File: config.mk
export PLATFORM = sky130hd
export DESIGN_NAME = ay_port_decoder_zx_cpc
export DESIGN_NICKNAME = d
export VERILOG_FILES = /design/src/hdl/apd_pkg.sv /design/src/hdl/apd_core.sv /design/src/hdl/ay_port_decoder_zx_cpc.sv
export SDC_FILE = /design/constraint.sdc
export NUM_CORES = 1
export LEC_CHECK = 0
export BUFFER_PORTS_ARGS = -buffer_cell sky130_fd_sc_hd__clkbuf_2
export CORE_UTILIZATION = 52
export CTS_CLUSTER_DIAMETER = 150
export DETAILED_ROUTE_END_ITERATION = 10
export HOLD_SLACK_MARGIN = 0.08
export PLACE_DENSITY = 0.75
export REMOVE_ABC_BUFFERS = 1
export SYNTH_ARGS = -nofsm -noshare
export SYNTH_HDL_FRONTEND = slang
export SYNTH_SLANG_ARGS = --single-unit
export TNS_END_PERCENT = 20
File: constraint.sdc
create_clock -name clk -period 8.2 [get_ports clk]
set_input_delay 2.05 -clock clk [delete_from_list [all_inputs] [get_ports clk]]
set_output_delay 2.05 -clock clk [all_outputs]
set_load 0.01 [all_outputs]
File: src/hdl/apd_pkg.sv
// shared types and constants for the sound chip port decoder
// used by apd_core and ay_port_decoder_zx_cpc, no dependencies
`default_nettype none

package apd_pkg;

    typedef enum logic [1:0] {
        MODE_DETECT = 2'd0,
        MODE_ZX     = 2'd1,
        MODE_CPC    = 2'd2
    } mode_t;

    localparam logic [15:0] ZX_MASK         = 16'hC002;
    localparam logic [15:0] ZX_SELECT       = 16'hFFFD & ZX_MASK;
    localparam logic [15:0] ZX_DATA         = 16'hBFFD & ZX_MASK;
    localparam logic [7:0]  CPC_HIGH_MASK   = 8'h0B;
    localparam logic [7:0]  CPC_DATA_CODE   = 8'hF4 & CPC_HIGH_MASK;
    localparam logic [7:0]  CPC_SWITCH_CODE = 8'hF6 & CPC_HIGH_MASK;
    localparam logic [1:0]  SW_ADDRESS      = 2'd3;
    localparam logic [1:0]  SW_WRITE        = 2'd2;
    localparam logic [7:0]  REG_LIMIT       = 8'd14;
    localparam logic [7:0]  IDLE_BUS        = 8'hFF;

    localparam logic CFG_BEEPER_HIGH = 1'b0;
    localparam logic CFG_AUTO_FREQ   = 1'b1;

    typedef struct packed {
        logic        opcode;
        logic [15:0] port_address;
        logic [7:0]  data_byte;
        logic [7:0]  chip_read_byte;
    } item_t;

    typedef struct packed {
        logic [7:0]  read_data;
        logic        chip_read_strobe;
        logic        chip_write_strobe;
        logic [7:0]  chip_register;
        logic [7:0]  chip_write_value;
        logic        beeper_changed;
        logic [14:0] beeper_now;
        logic        clock_switch_event;
        logic [1:0]  machine_mode;
    } result_t;

    typedef struct packed {
        logic [1:0]  mode;
        logic [7:0]  sel;
        logic [7:0]  pio_data;
        logic [1:0]  pio_switch;
        logic [14:0] beeper;
    } state_t;

endpackage

`default_nettype wire

File: src/hdl/apd_core.sv
// decode of one port access plus the decoder state and config registers
// depends on apd_pkg
`default_nettype none

module apd_core
(
    input  wire logic            clk,
    input  wire logic            rst_n,
    input  wire logic            cfg_we,
    input  wire logic            cfg_index,
    input  wire logic [14:0]     cfg_data,
    input  wire logic            advance,
    input  wire apd_pkg::item_t  item,
    output apd_pkg::result_t     result
);

    apd_pkg::state_t st_reg;
    apd_pkg::state_t st_next;
    logic [14:0]     beeper_high_reg;
    logic            auto_freq_reg;

    always_ff @(posedge clk or negedge rst_n)
    begin
        if (!rst_n)
        begin
            st_reg          <= '0;
            beeper_high_reg <= '0;
            auto_freq_reg   <= 1'b0;
        end
        else
        begin
            if (advance)
            begin
                st_reg <= st_next;
            end
            if (cfg_we)
            begin
                unique case (cfg_index)
                    apd_pkg::CFG_BEEPER_HIGH: beeper_high_reg <= cfg_data;
                    apd_pkg::CFG_AUTO_FREQ:   auto_freq_reg   <= cfg_data[0];
                    default:                  ;
                endcase
            end
        end
    end

    always_comb
    begin
        logic [15:0] zxsel;
        logic [7:0]  hi;
        logic        is_data;
        logic        is_switch;
        logic [7:0]  pd;
        logic [1:0]  ps;
        logic        pio_wr;
        logic [7:0]  pio_sel;
        logic        beep_hit;
        logic [14:0] beep_val;
        logic        beep_chg;
        logic        sel_ok;
        logic        rd_ok;

        zxsel     = item.port_address & apd_pkg::ZX_MASK;
        hi        = item.port_address[15:8] & apd_pkg::CPC_HIGH_MASK;
        is_data   = (hi == apd_pkg::CPC_DATA_CODE);
        is_switch = (hi == apd_pkg::CPC_SWITCH_CODE);
        sel_ok    = (st_reg.sel < apd_pkg::REG_LIMIT);

        // pio latches take the new byte first, then the commit looks at them
        pd      = is_data ? item.data_byte : st_reg.pio_data;
        ps      = is_switch ? item.data_byte[7:6] : st_reg.pio_switch;
        pio_sel = (ps == apd_pkg::SW_ADDRESS) ? pd : st_reg.sel;
        pio_wr  = (ps == apd_pkg::SW_WRITE) && sel_ok;

        // outside cpc mode, even-port writes drive the beeper from data bit 4
        beep_hit = !item.port_address[0];
        beep_val = item.data_byte[4] ? beeper_high_reg : 15'd0;
        beep_chg = beep_hit && (beep_val != st_reg.beeper);

        rd_ok = (st_reg.mode != apd_pkg::MODE_CPC) && (zxsel == apd_pkg::ZX_SELECT) && sel_ok;

        st_next = st_reg;
        result  = '0;
        result.read_data = apd_pkg::IDLE_BUS;

        if (!item.opcode)
        begin
            if (rd_ok)
            begin
                result.read_data        = item.chip_read_byte;
                result.chip_read_strobe = 1'b1;
            end
        end
        else
        begin
            unique case (st_reg.mode)
                apd_pkg::MODE_CPC:
                begin
                    if (is_data || is_switch)
                    begin
                        st_next.pio_data   = pd;
                        st_next.pio_switch = ps;
                        st_next.sel        = pio_sel;
                        result.chip_write_strobe = pio_wr;
                        result.chip_write_value  = pio_wr ? pd : 8'd0;
                    end
                end
                apd_pkg::MODE_ZX:
                begin
                    if (beep_chg)
                    begin
                        st_next.beeper = beep_val;
                    end
                    result.beeper_changed = beep_chg;
                    if (zxsel == apd_pkg::ZX_SELECT)
                    begin
                        st_next.sel = item.data_byte;
                    end
                    else if (zxsel == apd_pkg::ZX_DATA && sel_ok)
                    begin
                        result.chip_write_strobe = 1'b1;
                        result.chip_write_value  = item.data_byte;
                    end
                end
                default:
                begin
                    // detecting, and the unused code behaves the same
                    if (beep_chg)
                    begin
                        st_next.beeper = beep_val;
                    end
                    result.beeper_changed = beep_chg;
                    if (is_data || is_switch)
                    begin
                        st_next.pio_data   = pd;
                        st_next.pio_switch = ps;
                        st_next.sel        = pio_sel;
                        result.chip_write_strobe = pio_wr;
                        result.chip_write_value  = pio_wr ? pd : 8'd0;
                        // a committed write on the switch port locks to cpc
                        if (is_switch && pio_wr)
                        begin
                            st_next.mode   = apd_pkg::MODE_CPC;
                            st_next.beeper = 15'd0;
                            result.clock_switch_event = auto_freq_reg;
                        end
                    end
                    else if (zxsel == apd_pkg::ZX_SELECT)
                    begin
                        st_next.mode = apd_pkg::MODE_ZX;
                        st_next.sel  = item.data_byte;
                    end
                    else if (zxsel == apd_pkg::ZX_DATA && sel_ok)
                    begin
                        st_next.mode = apd_pkg::MODE_ZX;
                        result.chip_write_strobe = 1'b1;
                        result.chip_write_value  = item.data_byte;
                    end
                end
            endcase
        end

        result.chip_register = st_next.sel;
        result.beeper_now    = st_next.beeper;
        result.machine_mode  = st_next.mode;
    end

endmodule

`default_nettype wire

File: src/hdl/ay_port_decoder_zx_cpc.sv
// top level of the sound chip port decoder: input register, result register
// depends on apd_pkg and apd_core
//
// Usage: each request on the s_ side is one cpu i/o access (tuser = write
// flag, tdata = port, write byte, byte offered by the chip for its selected
// register). For every request one result leaves on the m_ side with the
// read value, chip strobes, selected register, beeper level, clock switch
// flag and the machine mode after the access.
// The request sits in the input register, then the decode runs into the
// result register, which drives m_tvalid. Throughput is one request per
// cycle while the receiver keeps m_tready high; the decode is a single
// pass of compare and select logic.
// When the receiver stalls the result register holds and the input register
// still takes one more request; after that s_tready drops until m_tready.
// Reset clears the valid flags of both stages, the config registers and
// all decoder state: auto-detect mode, register 0, pio latches 0, beeper 0.
// The config channel is always ready and should be written while idle.
`default_nettype none

module ay_port_decoder_zx_cpc
(
    input  wire logic        clk,
    input  wire logic        rst_n,
    input  wire logic        s_tvalid,
    output logic             s_tready,
    input  wire logic [31:0] s_tdata,   // port_address, write_byte, chip_read_byte
    input  wire logic [0:0]  s_tuser,   // opcode
    output logic             m_tvalid,
    input  wire logic        m_tready,
    // read_data, chip_read_strobe, chip_write_strobe, chip_register,
    // chip_write_value, beeper_changed, beeper_now, clock_switch_event,
    // machine_mode, zero fill
    output logic [47:0]      m_tdata,
    input  wire logic        cfg_valid,
    output logic             cfg_ready,
    input  wire logic        cfg_index,
    input  wire logic [14:0] cfg_data
);

    logic              in_valid_reg;
    apd_pkg::item_t    in_item_reg;
    logic              out_valid_reg;
    apd_pkg::result_t  out_res_reg;
    apd_pkg::result_t  res;
    logic              advance;

    assign advance   = in_valid_reg && (!out_valid_reg || m_tready);
    assign s_tready  = !in_valid_reg || advance;
    assign cfg_ready = 1'b1;

    always_ff @(posedge clk or negedge rst_n)
    begin
        if (!rst_n)
        begin
            in_valid_reg  <= 1'b0;
            out_valid_reg <= 1'b0;
        end
        else
        begin
            if (s_tready)
            begin
                in_valid_reg <= s_tvalid;
            end
            if (advance)
            begin
                out_valid_reg <= 1'b1;
            end
            else if (m_tready)
            begin
                out_valid_reg <= 1'b0;
            end
        end
    end

    always_ff @(posedge clk)
    begin
        if (s_tvalid && s_tready)
        begin
            in_item_reg.opcode         <= s_tuser[0];
            in_item_reg.port_address   <= s_tdata[15:0];
            in_item_reg.data_byte      <= s_tdata[23:16];
            in_item_reg.chip_read_byte <= s_tdata[31:24];
        end
        if (advance)
        begin
            out_res_reg <= res;
        end
    end

    apd_core u_core
    (
        .clk       (clk),
        .rst_n     (rst_n),
        .cfg_we    (cfg_valid && cfg_ready),
        .cfg_index (cfg_index),
        .cfg_data  (cfg_data),
        .advance   (advance),
        .item      (in_item_reg),
        .result    (res)
    );

    assign m_tvalid = out_valid_reg;

    always_comb
    begin
        m_tdata        = '0;
        m_tdata[7:0]   = out_res_reg.read_data;
        m_tdata[8]     = out_res_reg.chip_read_strobe;
        m_tdata[9]     = out_res_reg.chip_write_strobe;
        m_tdata[17:10] = out_res_reg.chip_register;
        m_tdata[25:18] = out_res_reg.chip_write_value;
        m_tdata[26]    = out_res_reg.beeper_changed;
        m_tdata[41:27] = out_res_reg.beeper_now;
        m_tdata[42]    = out_res_reg.clock_switch_event;
        m_tdata[44:43] = out_res_reg.machine_mode;
    end

endmodule

`default_nettype wire
Word level (Yosys, flattened, before mapping)

Index checks and enable logic that the tools add are counted.

Order comparisons: 1
Equal/unequal tests: 9
Multiplexer cells: 32
Bitwise logic cells: 6
Reduce and logical (&&, ||, !) cells: 23

Operators with widths:

| kind                 | number |
|---|---|
| $mux W8              | 8 |
| $mux W15             | 3 |
| $mux W35             | 1 |
| $pmux W8 S2          | 2 |
| $pmux W15 S2         | 1 |
| $mux W25             | 1 |
| $pmux W10 S2         | 1 |
| $mux W18             | 1 |
| $ne A15 B15 Y1       | 1 |
| $mux W10             | 1 |
| $mux W2              | 5 |
| $logic_and A1 B1 Y1  | 8 |
| $logic_not A8 Y1     | 1 |
| $lt A8 B4 Y1 const B | 1 |
| $mux W1              | 7 |
| $eq A2 B2 Y1 const B | 3 |
| $eq A3 B3 Y1 const B | 2 |
| $not A1 Y1           | 6 |
| $reduce_or A2 Y1     | 3 |
| $reduce_or A5 Y1     | 1 |
| $reduce_and A2 Y1    | 2 |
| $reduce_and A4 Y1    | 1 |
| $eq A3 B2 Y1 const B | 1 |
| $logic_not A1 Y1     | 3 |
| 5 further kinds      | 7 |

Register bits after elaboration: 131
Bits of input ports: 54
Output and inout bits: 51
Logic and storage cells: 93

Logic depth before layout (Yosys ltp)

Gate-level depths: netlist of the first run.

Depth after elaboration: 9
Depth in mapped cells: 9

By module

Synthesis of the first run repeated with hierarchy kept, for this count alone.

Cell total of the unflattened synthesis: 430
Area, all modules: 5774.3 µm²

By module, submodules not included:

| module                 | instances | cells an instance | area an instance (µm²) | sequential area each (µm²) |
|---|---|---|---|---|
| apd_core               | 1         | 338               | 3290.7                 | 1276.2 |
| ay_port_decoder_zx_cpc | 1         | 92                | 2483.6                 | 2392.3 |

Least setup slack after synthesis of the first run

OpenSTA, ideal clock, no wires.

Path type: input -> register
Start point: input port m_tready
End point: register u_core.st_reg[0] in the netlist's numbering
Setup time: 68 ps
Arrival: 4839 ps
Path slack: 3293 ps
Cell stages on the path: 8
Buffers on the path: 3
Path through: nand2b_1 -> and2_1 -> clkbuf_1 -> nand2_1 -> clkbuf_1 -> nor4_2 -> clkbuf_1 -> a32o_1

Word-level cells in the longest chain between the ends: 2

RTL lines:

| what                   | RTL line                     | text |
|---|---|---|
| start: declaration     | ay_port_decoder_zx_cpc.sv:29 | `input wire logic m_tready,` |
| $logic_or A1 B1 Y1     | ay_port_decoder_zx_cpc.sv:47 | `assign advance = in_valid_reg && (!out_valid_reg \|\| m_tready);` |
| $logic_and A1 B1 Y1    | ay_port_decoder_zx_cpc.sv:47 |  |
| via advance            | ay_port_decoder_zx_cpc.sv:45 | `logic advance;` |
| end signal: assignment | apd_core.sv:34               | `st_reg <= st_next;` |
| end: declaration       | apd_core.sv:17               | `apd_pkg::state_t st_reg;` |

The timed path passes the listed nets, and every way through them passes these cells.
A chain may end at the register's enable or synchronous reset.

Final worst setup path of the first run

Start point: input port m_tready
End point: register u_core.st_reg[6] in the netlist's numbering

Word-level cells in the longest chain between the ends: 2

RTL lines:

| what                | RTL line |
|---|---|
| $logic_or A1 B1 Y1  | ay_port_decoder_zx_cpc.sv:47 |
| $logic_and A1 B1 Y1 | ay_port_decoder_zx_cpc.sv:47 |

No other way between the ends.

==> run_results.csv, run 1 <==
group,metric,value,unit
floorplanning,die_area,0.0118,mm²
outcome,status,"completed",
worst_hold_path,min_from,"in_valid_reg",
timing,tns,0,ns
synth,synth.distinct_cells,57,
synth,yosysSeqAreaShare,0.575,
worst_hold_path,min_path_cells,1,
clock_network,clockBufferDepth,2,
timing,fin_ws,3.66,ns
drt,vias_per_cell,6.20,
clock_network,clkSinkCount,122,
global_route,grtUsageTotal,0.237,
global_route,overflow,0,
clock_network,cts_tree,"yes",
synth,ys_ff_latch,122,
global_route,grt_max_degree,54,
timing,worst_pin_slew,1.22,ns
power,p_sw_frac,0.316,
global_route,grt_pass1_vias,4209,
clock_network,cts_post_setup_buffers_inserted,0,
floorplanning,core,0.0109,mm²
power,p_seq_frac,0.395,
critical_path,crit_path_end,"u_core.st_reg[6]",
critical_path,worstReg2RegStart,"u_core.st_reg[33]",
timing,rsz0062_at_grt,"no",
critical_path,cp.required,8.50,ns
layout,antenna_cells,0,
global_route,antenna_found_initial,0,
place,hpwlAfterDp,8230,µm
floorplanning,chipWidth,109,µm
layout,final_cell_mix,"clkbuf_2 (91), edfxtp_1 (69), dfrtp_1 (53)",
flow_run,drv_cap,0,
drt,wl_per_cell,18.6,µm
clock_network,post_cts_resized,0,
place,place.gp.congestion,0.818,
timing,fmax,220,MHz
critical_path,critPathLaunch,"m_tready",
timing,skew,0.00596,ns
worst_hold_path,hold_path.class,"reg2reg",
synth,yosys_warnings,0,
layout,final_nets,603,
critical_path,reg2reg_depth,5,
place,dpl_cell_area,0.00641,mm²
power,leakage,2.85,nW
clock_network,clk_pin_slew_worst_paths,0.05,ns
clock_network,insertion_delay,0.42,ns
drt,drc,0,
synth,syn_inst,464,
layout,syn_to_final_growth,18.4,%
place,pre_cts_slack,3.24,ns
timing,fin_crit_sh,0.553,
place,io_buffers,91,
synth,syn_avg_cell_area,12.7,µm²
timing,post-route-min-period,4.54,ns
floorplanning,top_level_ports,105,
floorplanning,start_util,0.540,
power,p_sw,0.732,mW
synth,synth-main-ff-cell,"edfxtp_1",
critical_path,rr_endpoint,"m_tdata[30]",
floorplanning,rows,38,
critical_path,critPathKind,"in2reg",
clock_network,clock-root-buffer,"clkbuf_16",
power,p_int,1.58,mW
drt,drtIter0Drc,359,
drt,final_antenna_net_count,0,
layout,layout-drive-gt1-share,0.321,
timing,hold_slack,0.481,ns
drt,vias,4341,
power,p_per_area,331,mW/mm²
critical_path,startpoint_type,"input port",
timing,slew_headroom,0.188,
power,p_clk_frac,0.320,
synth,netlist_area,0.00591,mm²
clock_network,cts_max_level,4,
timing,slew_violations,0,
drt,first_pass_iters,5,
timing,setup_viol,0,
global_route,grt_pass1_wl,20700,µm
timing,hold_viol,0,
power,totalPowerFinal,2.31,mW
clock_network,numCtsBuffers,17,
layout,mostFrequentLayoutCell,"clkbuf_2",
clock_network,holdBufCountCts,0,
critical_path,crit_path_end_kind,"register",
synth,synthArstFlopShare,0.434,
power,power.share.combinational,0.285,
layout,largest_register_ffs,45,
floorplanning,chipHeight,109,µm
critical_path,ff2ff_setup_slack,4.84,ns
power,ir_worst_vdd,189,µV
layout,fin_area,0.00699,mm²
critical_path,arrival,4.84,ns
synth,synth-edff-count,69,
critical_path,worst-path-max-fanout,29,
drt,wl,13000,µm
==> worst min-delay path by stage <==
stage | to | slack (ns)
detailed placement | u_core.st_reg[17] | 0.47
CTS | u_core.st_reg[23] | 0.48
floorplan | m_tvalid | 0.45
global placement | m_tvalid | 0.46
finish | m_tvalid | 0.48
global route | u_core.st_reg[17] | 0.51
==> Yosys cell counts (12+ instances only) <==
cell      count  area, µm²
dfrtp_1      53       1330
a32o_1       28        280
mux2i_1      18        180
o221ai_1     16        140
nand2_1      14       52.6
clkbuf_1     19       71.3
mux2_2       34        383
edfxtp_1     69       2070
o22ai_1      16        100
o21ai_0      12       60.1
nor2_1       23       86.3
nand3_1      16       80.1
==> layout make-up <==
type	count	area, µm²
tap	140	175
fill	861	3940
timing repair buffer	96	493
multi-input combinational	298	2300
inverter	12	45.0
sequential	122	3400
clock buffer	22	464
clock inverter	10	123
==> critical path: stages <==
cell	delay, ns
clkbuf_2	0.08
nand2b_1	0.10
and2_2	0.49
buf_4	0.46
nand2_1	0.39
or4_1	0.87
a32o_1	0.37
==> power by group through the flow <==
stage          clock network [mW]  registers (mW)  logic (mW)
2_1_floorplan                   0           0.913       0.459
3_3_place_gp                    0           0.910       0.621
3_5_place_dp                    0           0.919       0.646
4_1_cts                     0.749           0.910       0.654
5_1_grt                     0.773           0.929       0.724
6_report                    0.740           0.914       0.659
==> metal layers <==
layer	track usage	part of all wire	vias up
met1	0.307	0.42	2122
met3	0.0651	0.079	18
met5	0	0	-
li1	-	-	1982
met4	0.103	0.016	0
met2	0.373	0.48	219
==> through the flow <==
stage                     std cells  utilization
after floorplan                 432            -
after global placement          668        0.586
after detailed placement        668        0.586
after CTS                       700        0.640
after global routing            700        0.640
final                           700        0.640
==> kinds of logic after synthesis <==
kind of cell	share of synthesized area
buffers and inverters	0.0373
adder cells (fa/ha/maj)	0.00424
XOR/XNOR	0.0133
AO/OA/AOI/OAI	0.149
multiplexers	0.102
other	0.00127
flip-flops	0.575
AND/OR/NAND/NOR	0.118
(Power assumes the default switching activity.)
==> inputs of run 2 (changes only) <==
--- a/config.mk
+++ b/config.mk
@@ -6,11 +6,11 @@
 export NUM_CORES = 1
 export LEC_CHECK = 0
 export BUFFER_PORTS_ARGS = -buffer_cell sky130_fd_sc_hd__clkbuf_2
-export CORE_UTILIZATION = 52
+export CORE_UTILIZATION = 51
 export CTS_CLUSTER_DIAMETER = 150
 export DETAILED_ROUTE_END_ITERATION = 10
 export HOLD_SLACK_MARGIN = 0.08
-export PLACE_DENSITY = 0.75
+export PLACE_DENSITY = 0.77
 export REMOVE_ABC_BUFFERS = 1
 export SYNTH_ARGS = -nofsm -noshare
 export SYNTH_HDL_FRONTEND = slang
==> constraint.sdc (replaced) <==
create_clock -name clk -period 3.93 [get_ports clk]
set_input_delay 0.9825 -clock clk [delete_from_list [all_inputs] [get_ports clk]]
set_output_delay 0.9825 -clock clk [all_outputs]
set_load 0.01 [all_outputs]
==> run 2 against run 1 <==
Against the previous run:
- core utilization fell by 0.48 points
- hold slack got worse by 0.0012 ns
- global-route usage barely moved
- flip-flop and latch count did not move
- wire length rose by 2.2%
==> run_results.csv, run 2 (synthesis gave the netlist of run 1 again) <==
group,metric,value,unit
place,io_buffers,91,
place,place.gp.congestion,0.809,
global_route,grt_max_degree,50,
drt,first_pass_iters,7,
critical_path,slowest_stage,"edfxtp_1",
drt,drc,0,
clock_network,post_cts_resized,0,
global_route,grtUsageTotal,0.236,
global_route,grt_pass1_wl,20900,µm
timing,post-route-min-period,3.21,ns
clock_network,numCtsBuffers,17,
timing,worst_pin_slew,0.888,ns
clock_network,cts_max_level,4,
critical_path,critPathKind,"reg2reg",
critical_path,startpoint_type,"register",
power,p_clk_frac,0.317,
global_route,antenna_found_initial,0,
timing,fmax,312,MHz
floorplanning,chipHeight,110,µm
critical_path,crit_chain,"inv_1 > nor4_1 > o22ai_1 > nor4_4 > or4b_1 > a32o_1",
critical_path,crit_path_end_kind,"register",
global_route,grt.met2_usage,0.383,
drt,vias,4347,
critical_path,worst-path-max-fanout,23,
power,totalPowerFinal,4.82,mW
drt,wl,13300,µm
layout,mostFrequentLayoutCell,"clkbuf_2",
layout,final_nets,608,
clock_network,clockBufferDepth,2,
critical_path,cp.required,4.20,ns
layout,layout-drive-gt1-share,0.329,
timing,slew_headroom,0.405,
flow_run,drv_cap,0,
power,p_int,3.28,mW
timing,tns,0,ns
layout,final_cells,705,
place,hpwlAfterDp,8670,µm
global_route,overflow,0,
clock_network,holdBufCountCts,0,
timing,skew,0.00734,ns
global_route,grtUsageMet3,0.0587,
timing,rsz0062_at_grt,"no",
global_route,grtUsageMet1,0.295,
clock_network,cts_tree,"yes",
power,p_per_area,685,mW/mm²
timing,hold_viol,0,
global_route,grt_pass1_vias,4272,
floorplanning,die_area,0.0120,mm²
clock_network,cts_post_setup_buffers_inserted,0,
layout,largest_register_ffs,45,
timing,fin_crit_sh,0.816,
power,power.share.combinational,0.288,
critical_path,arrival,3.47,ns
worst_hold_path,hold_path.class,"reg2reg",
power,p_sw_frac,0.319,
drt,wl_per_cell,18.9,µm
floorplanning,core,0.0111,mm²
global_route,busiest_layer,"met2",
power,p_sw,1.53,mW
drt,vias_per_cell,6.17,
timing,setup_viol,0,
critical_path,cpPeakStageDelay,0.89,ns
clock_network,clock-root-buffer,"clkbuf_16",
layout,antenna_cells,0,
layout,final_cell_mix,"clkbuf_2 (91), edfxtp_1 (69), dfrtp_1 (53)",
floorplanning,chipWidth,110,µm
outcome,status,"completed",
drt,drtIter0Drc,328,
clock_network,clkSinkCount,122,
floorplanning,top_level_ports,105,
layout,num-fill-cells,824,
floorplanning,rows,38,
power,ir_worst_vdd,325,µV
floorplanning,start_util,0.533,
power,p_seq_frac,0.395,
clock_network,insertion_delay,0.41,ns
layout,syn_to_final_growth,19.1,%
place,dp_cells,673,
power,leakage,2.87,nW
clock_network,clk_pin_slew_worst_paths,0.06,ns
timing,slew_violations,0,
drt,final_antenna_net_count,0,
-- run 2: final cells by class --
cell class	instances	area, µm²	share of cell area
repair buffers	101	531	0.0754
well taps	140	175	0.0249
clock inverters	12	150	0.0214
inverters	12	45.0	0.00641
multi-input cells	298	2300	0.327
flip-flops and latches	122	3400	0.483
clock buffers	20	437	0.0621
-- run 2: worst paths after layout --
check / start / to / slack, ns / depth (start not counted)
min reg2reg: u_core.st_reg[22] / u_core.st_reg[22] / 0.48 / 2
max in group asynchronous: rst_n / u_core.st_reg[14] / 2.44 / 2
min in group asynchronous: rst_n / u_core.st_reg[17] / 0.61 / 1
max: in_item_reg[12] / m_tdata[27] / 0.72 / 6
min: u_core.st_reg[22] / u_core.st_reg[22] / 0.48 / 2
max reg2reg: in_item_reg[12] / m_tdata[27] / 0.72 / 6
-- run 2: metrics by stage --
step	utilization	instance area (µm²)	hold slack, ns	worst slack (ns)
2_1_floorplan	-	5740	0.449	-0.0210
3_3_place_gp	0.582	6440	0.462	0.841
3_5_place_dp	0.582	6440	0.472	0.767
4_1_cts	0.635	7030	0.485	0.734
5_1_grt	0.635	7030	0.506	0.471
6_report	0.635	7030	0.479	0.723
-- run 2: power by group through the flow --
stage | Clock (mW) | Combinational, mW | Sequential (mW)
finish | 1.53 | 1.39 | 1.90
global route | 1.61 | 1.52 | 1.94
CTS | 1.55 | 1.38 | 1.90
detailed placement | 0 | 1.36 | 1.92
global placement | 0 | 1.30 | 1.90
floorplan | 0 | 0.957 | 1.90
-- run 2: critical path: cells and delay by family (launching register included) --
kind                   cells  cell delay [ns]
buffers and inverters      1             0.31
and+or+nand+nor            3             1.41
DFF                        1             0.89
AOI/OAI and AO/OA          2             0.45
-- run 2: per-layer routing --
layer	wire, µm	part of all wire
met1	5570	0.42
met2	6610	0.50
met3	890	0.067
met4	259	0.019
met5	0	0
==> inputs of run 3 (changes only) <==
--- a/config.mk
+++ b/config.mk
@@ -5,6 +5,7 @@
 export SDC_FILE = /design/constraint.sdc
 export NUM_CORES = 1
 export LEC_CHECK = 0
+export ABC_AREA = 1
 export BUFFER_PORTS_ARGS = -buffer_cell sky130_fd_sc_hd__clkbuf_2
 export CORE_UTILIZATION = 51
 export CTS_CLUSTER_DIAMETER = 150
==> constraint.sdc (replaced) <==
create_clock -name clk -period 2.6 [get_ports clk]
set_input_delay 0.65 -clock clk [delete_from_list [all_inputs] [get_ports clk]]
set_output_delay 0.65 -clock clk [all_outputs]
set_load 0.01 [all_outputs]
==> run 3 against run 2 <==
Against the previous run:
- combinational power up 29%
- sequential power up 49%
- synthesized cell count rose by 47%
- flip-flop and latch count is the same
- count of clock-buffer cells in the layout is 2 higher
- clock skew is essentially flat
- critical endpoint is now u_core.st_reg[10]
- largest cell class unchanged
- highest routed layer unchanged
==> run_results.csv, run 3 <==
group,metric,value,unit
drt,vias,4940,
critical_path,arrival,2.64,ns
critical_path,critical_path_buf_inv_count,1,
clock_network,cts_post_setup_buffers_inserted,0,
outcome,status,"completed",
layout,largest_register_ffs,45,
layout,final_nets,837,
clock_network,numCtsBuffers,17,
critical_path,crit_path_end_kind,"register",
place,place.gp.congestion,0.863,
drt,vias_per_cell,5.29,
layout,syn_to_final_growth,20.3,%
drt,drtIter0Drc,345,
layout,layout-drive-gt1-share,0.196,
synth,synth_most_common_cell,"nand2_1",
clock_network,clkSinkCount,122,
global_route,grt_pass1_vias,4817,
layout,final_cell_mix,"nand2_1 (268), inv_1 (96), clkbuf_2 (91)",
synth,yosys_warnings,0,
layout,final_util,0.643,
power,p_seq_frac,0.415,
synth,synth.distinct_cells,32,
critical_path,startpoint_type,"register",
clock_network,holdBufCountCts,0,
timing,setup_viol,0,
clock_network,cts_max_level,4,
synth,synth-main-ff-cell,"edfxtp_1",
drt,final_antenna_net_count,0,
timing,skew,0.00770,ns
global_route,antenna_found_initial,0,
power,p_per_area,963,mW/mm²
synth,synthArstFlopShare,0.434,
place,pre_cts_slack,0.314,ns
timing,slew_violations,0,
critical_path,cpPeakStageDelay,0.33,ns
clock_network,cts_tree,"yes",
timing,fmax,436,MHz
timing,worst_pin_slew,0.780,ns
timing,tns,0,ns
critical_path,worst-path-max-fanout,31,
clock_network,insertion_delay,0.41,ns
critical_path,critical-path-top-delay-family,"simple AND/OR/NAND/NOR gates",
timing,fin_crit_sh,0.882,
critical_path,crit_chain,"buf_6 > nand2_1 > nand2_1 > nand2_1 > nor2_1 > nand2_1 > nor2_1 > nand2_2 > nand2_4 > nand2_1 > nand2_1 > nand2_1 > nand2_1 > nand2_1 > nand2_1",
power,leakage,3.53,nW
worst_hold_path,hold_path.class,"in2async",
floorplanning,die_area,0.0120,mm²
power,p_sw,2.30,mW
clock_network,clock-root-buffer,"clkbuf_16",
global_route,grt_max_degree,41,
synth,syn_inst,682,
synth,synth_area_leaders,"edfxtp_1 (35%), dfrtp_1 (22%), nand2_1 (17%)",
place,io_buffers,91,
flow_run,drv_cap,0,
critical_path,cp.required,2.94,ns
timing,fin_ws,0.307,ns
layout,antenna_cells,0,
floorplanning,start_util,0.534,
power,ir_worst_vdd,436,µV
synth,yosysSeqAreaShare,0.576,
drt,wl,13400,µm
drt,first_pass_iters,7,
timing,rsz0062_at_grt,"no",
synth,synth_top_cell_area_share,0.351,
global_route,overflow,0,
drt,wl_per_cell,14.4,µm
place,hpwlAfterDp,8960,µm
clock_network,clockBufferDepth,2,
synth,syn_avg_cell_area,8.64,µm²
power,power.share.combinational,0.262,
floorplanning,chipHeight,110,µm
floorplanning,chipWidth,110,µm
power,p_clk_frac,0.323,
critical_path,slowest_stage,"edfxtp_1",
synth,synth_top_area_cell,"edfxtp_1",
drt,drc,0,
clock_network,clk_pin_slew_worst_paths,0.06,ns
floorplanning,top_level_ports,105,
synth,netlist_area,0.00590,mm²
power,p_int,4.53,mW
timing,hold_viol,0,
timing,post-route-min-period,2.29,ns
power,p_sw_frac,0.337,
timing,slew_headroom,0.480,
floorplanning,core,0.0110,mm²
synth,synth-edff-count,69,
global_route,grtUsageTotal,0.244,
floorplanning,rows,38,
synth,ys_top_cells_by_count,"nand2_1 (268), inv_1 (97), edfxtp_1 (69)",
layout,mostFrequentLayoutCell,"nand2_1",
critical_path,critPathKind,"reg2reg",
global_route,grt_pass1_wl,21900,µm
critical_path,crit_top_cell,"nand2_1",
synth,ys_ff_latch,122,
[run 3: cells by family (layout without fill, tap and decap cells)]
| logic type | Yosys count | after routing | share of synthesized area |
|---|---|---|---|
| DFF | 122 | 122 | 0.576 |
| and+or+nand+nor | 347 | 347 | 0.237 |
| muxes | 14 | 14 | 0.0267 |
| adders and majority gates | 2 | 2 | 0.00424 |
| buffers and inverters | 127 | 237 | 0.0868 |
| AOI/OAI and AO/OA | 68 | 68 | 0.0673 |
| other | 2 | 4 | 0.00127 |
[run 3: layout make-up]
class / count / area, µm²
well taps: 140 / 175
multi-input cells: 435 / 1990
inverters: 100 / 375
clock inverters: 10 / 95.1
repair buffers: 105 / 589
clock buffers: 22 / 464
fillers: 881 / 3940
flip-flops and latches: 122 / 3400
[run 3: power groups by stage]
stage / logic [mW] / clock network [mW] / registers, mW
final: 1.79 / 2.21 / 2.83
after global routing: 2.05 / 2.32 / 2.89
after CTS: 1.78 / 2.23 / 2.83
after detailed placement: 1.75 / 0 / 2.86
after global placement: 1.66 / 0 / 2.84
after floorplan: 1.16 / 0 / 2.86
[run 3: what timing repair did]
| action | in CTS | in global routing |
|---|---|---|
| gates resized for setup | 0 | 1 |
| endpoints found under the setup margin | 0 | 1 |
| hold endpoints to repair | 0 | 0 |
[run 3: per-layer routing]
layer  share of wire  GRT usage  wire length [µm]
met5               0          0                 0
met4           0.021      0.107               286
met3           0.065     0.0622               870
met2            0.51      0.420              6840
met1            0.41      0.289              5450
[run 3: stage by stage]
step / hold slack (ns) / instances / power (mW) / instance area (µm²)
2_1_floorplan: 0.354 / 657 / 4.03 / 5770
3_3_place_gp: 0.480 / 902 / 4.49 / 6530
3_5_place_dp: 0.489 / 902 / 4.61 / 6530
4_1_cts: 0.301 / 934 / 6.84 / 7090
5_1_grt: 0.322 / 934 / 7.25 / 7090
6_report: 0.284 / 934 / 6.83 / 7090
[run 3: final timing paths]
check                                start  slack (ns)                   endpoint  cells past startpoint
setup / recovery           in_item_reg[12]        0.31          u_core.st_reg[10]                     15
hold / removal                       rst_n        0.28          u_core.st_reg[19]                      1
setup reg to reg           in_item_reg[12]        0.31          u_core.st_reg[10]                     15
hold reg to reg             in_item_reg[2]        0.50                 m_tdata[2]                      2
max in group asynchronous            rst_n        1.69  u_core.beeper_high_reg[8]                      2
min in group clk               s_tdata[29]        0.41             in_item_reg[5]                      1
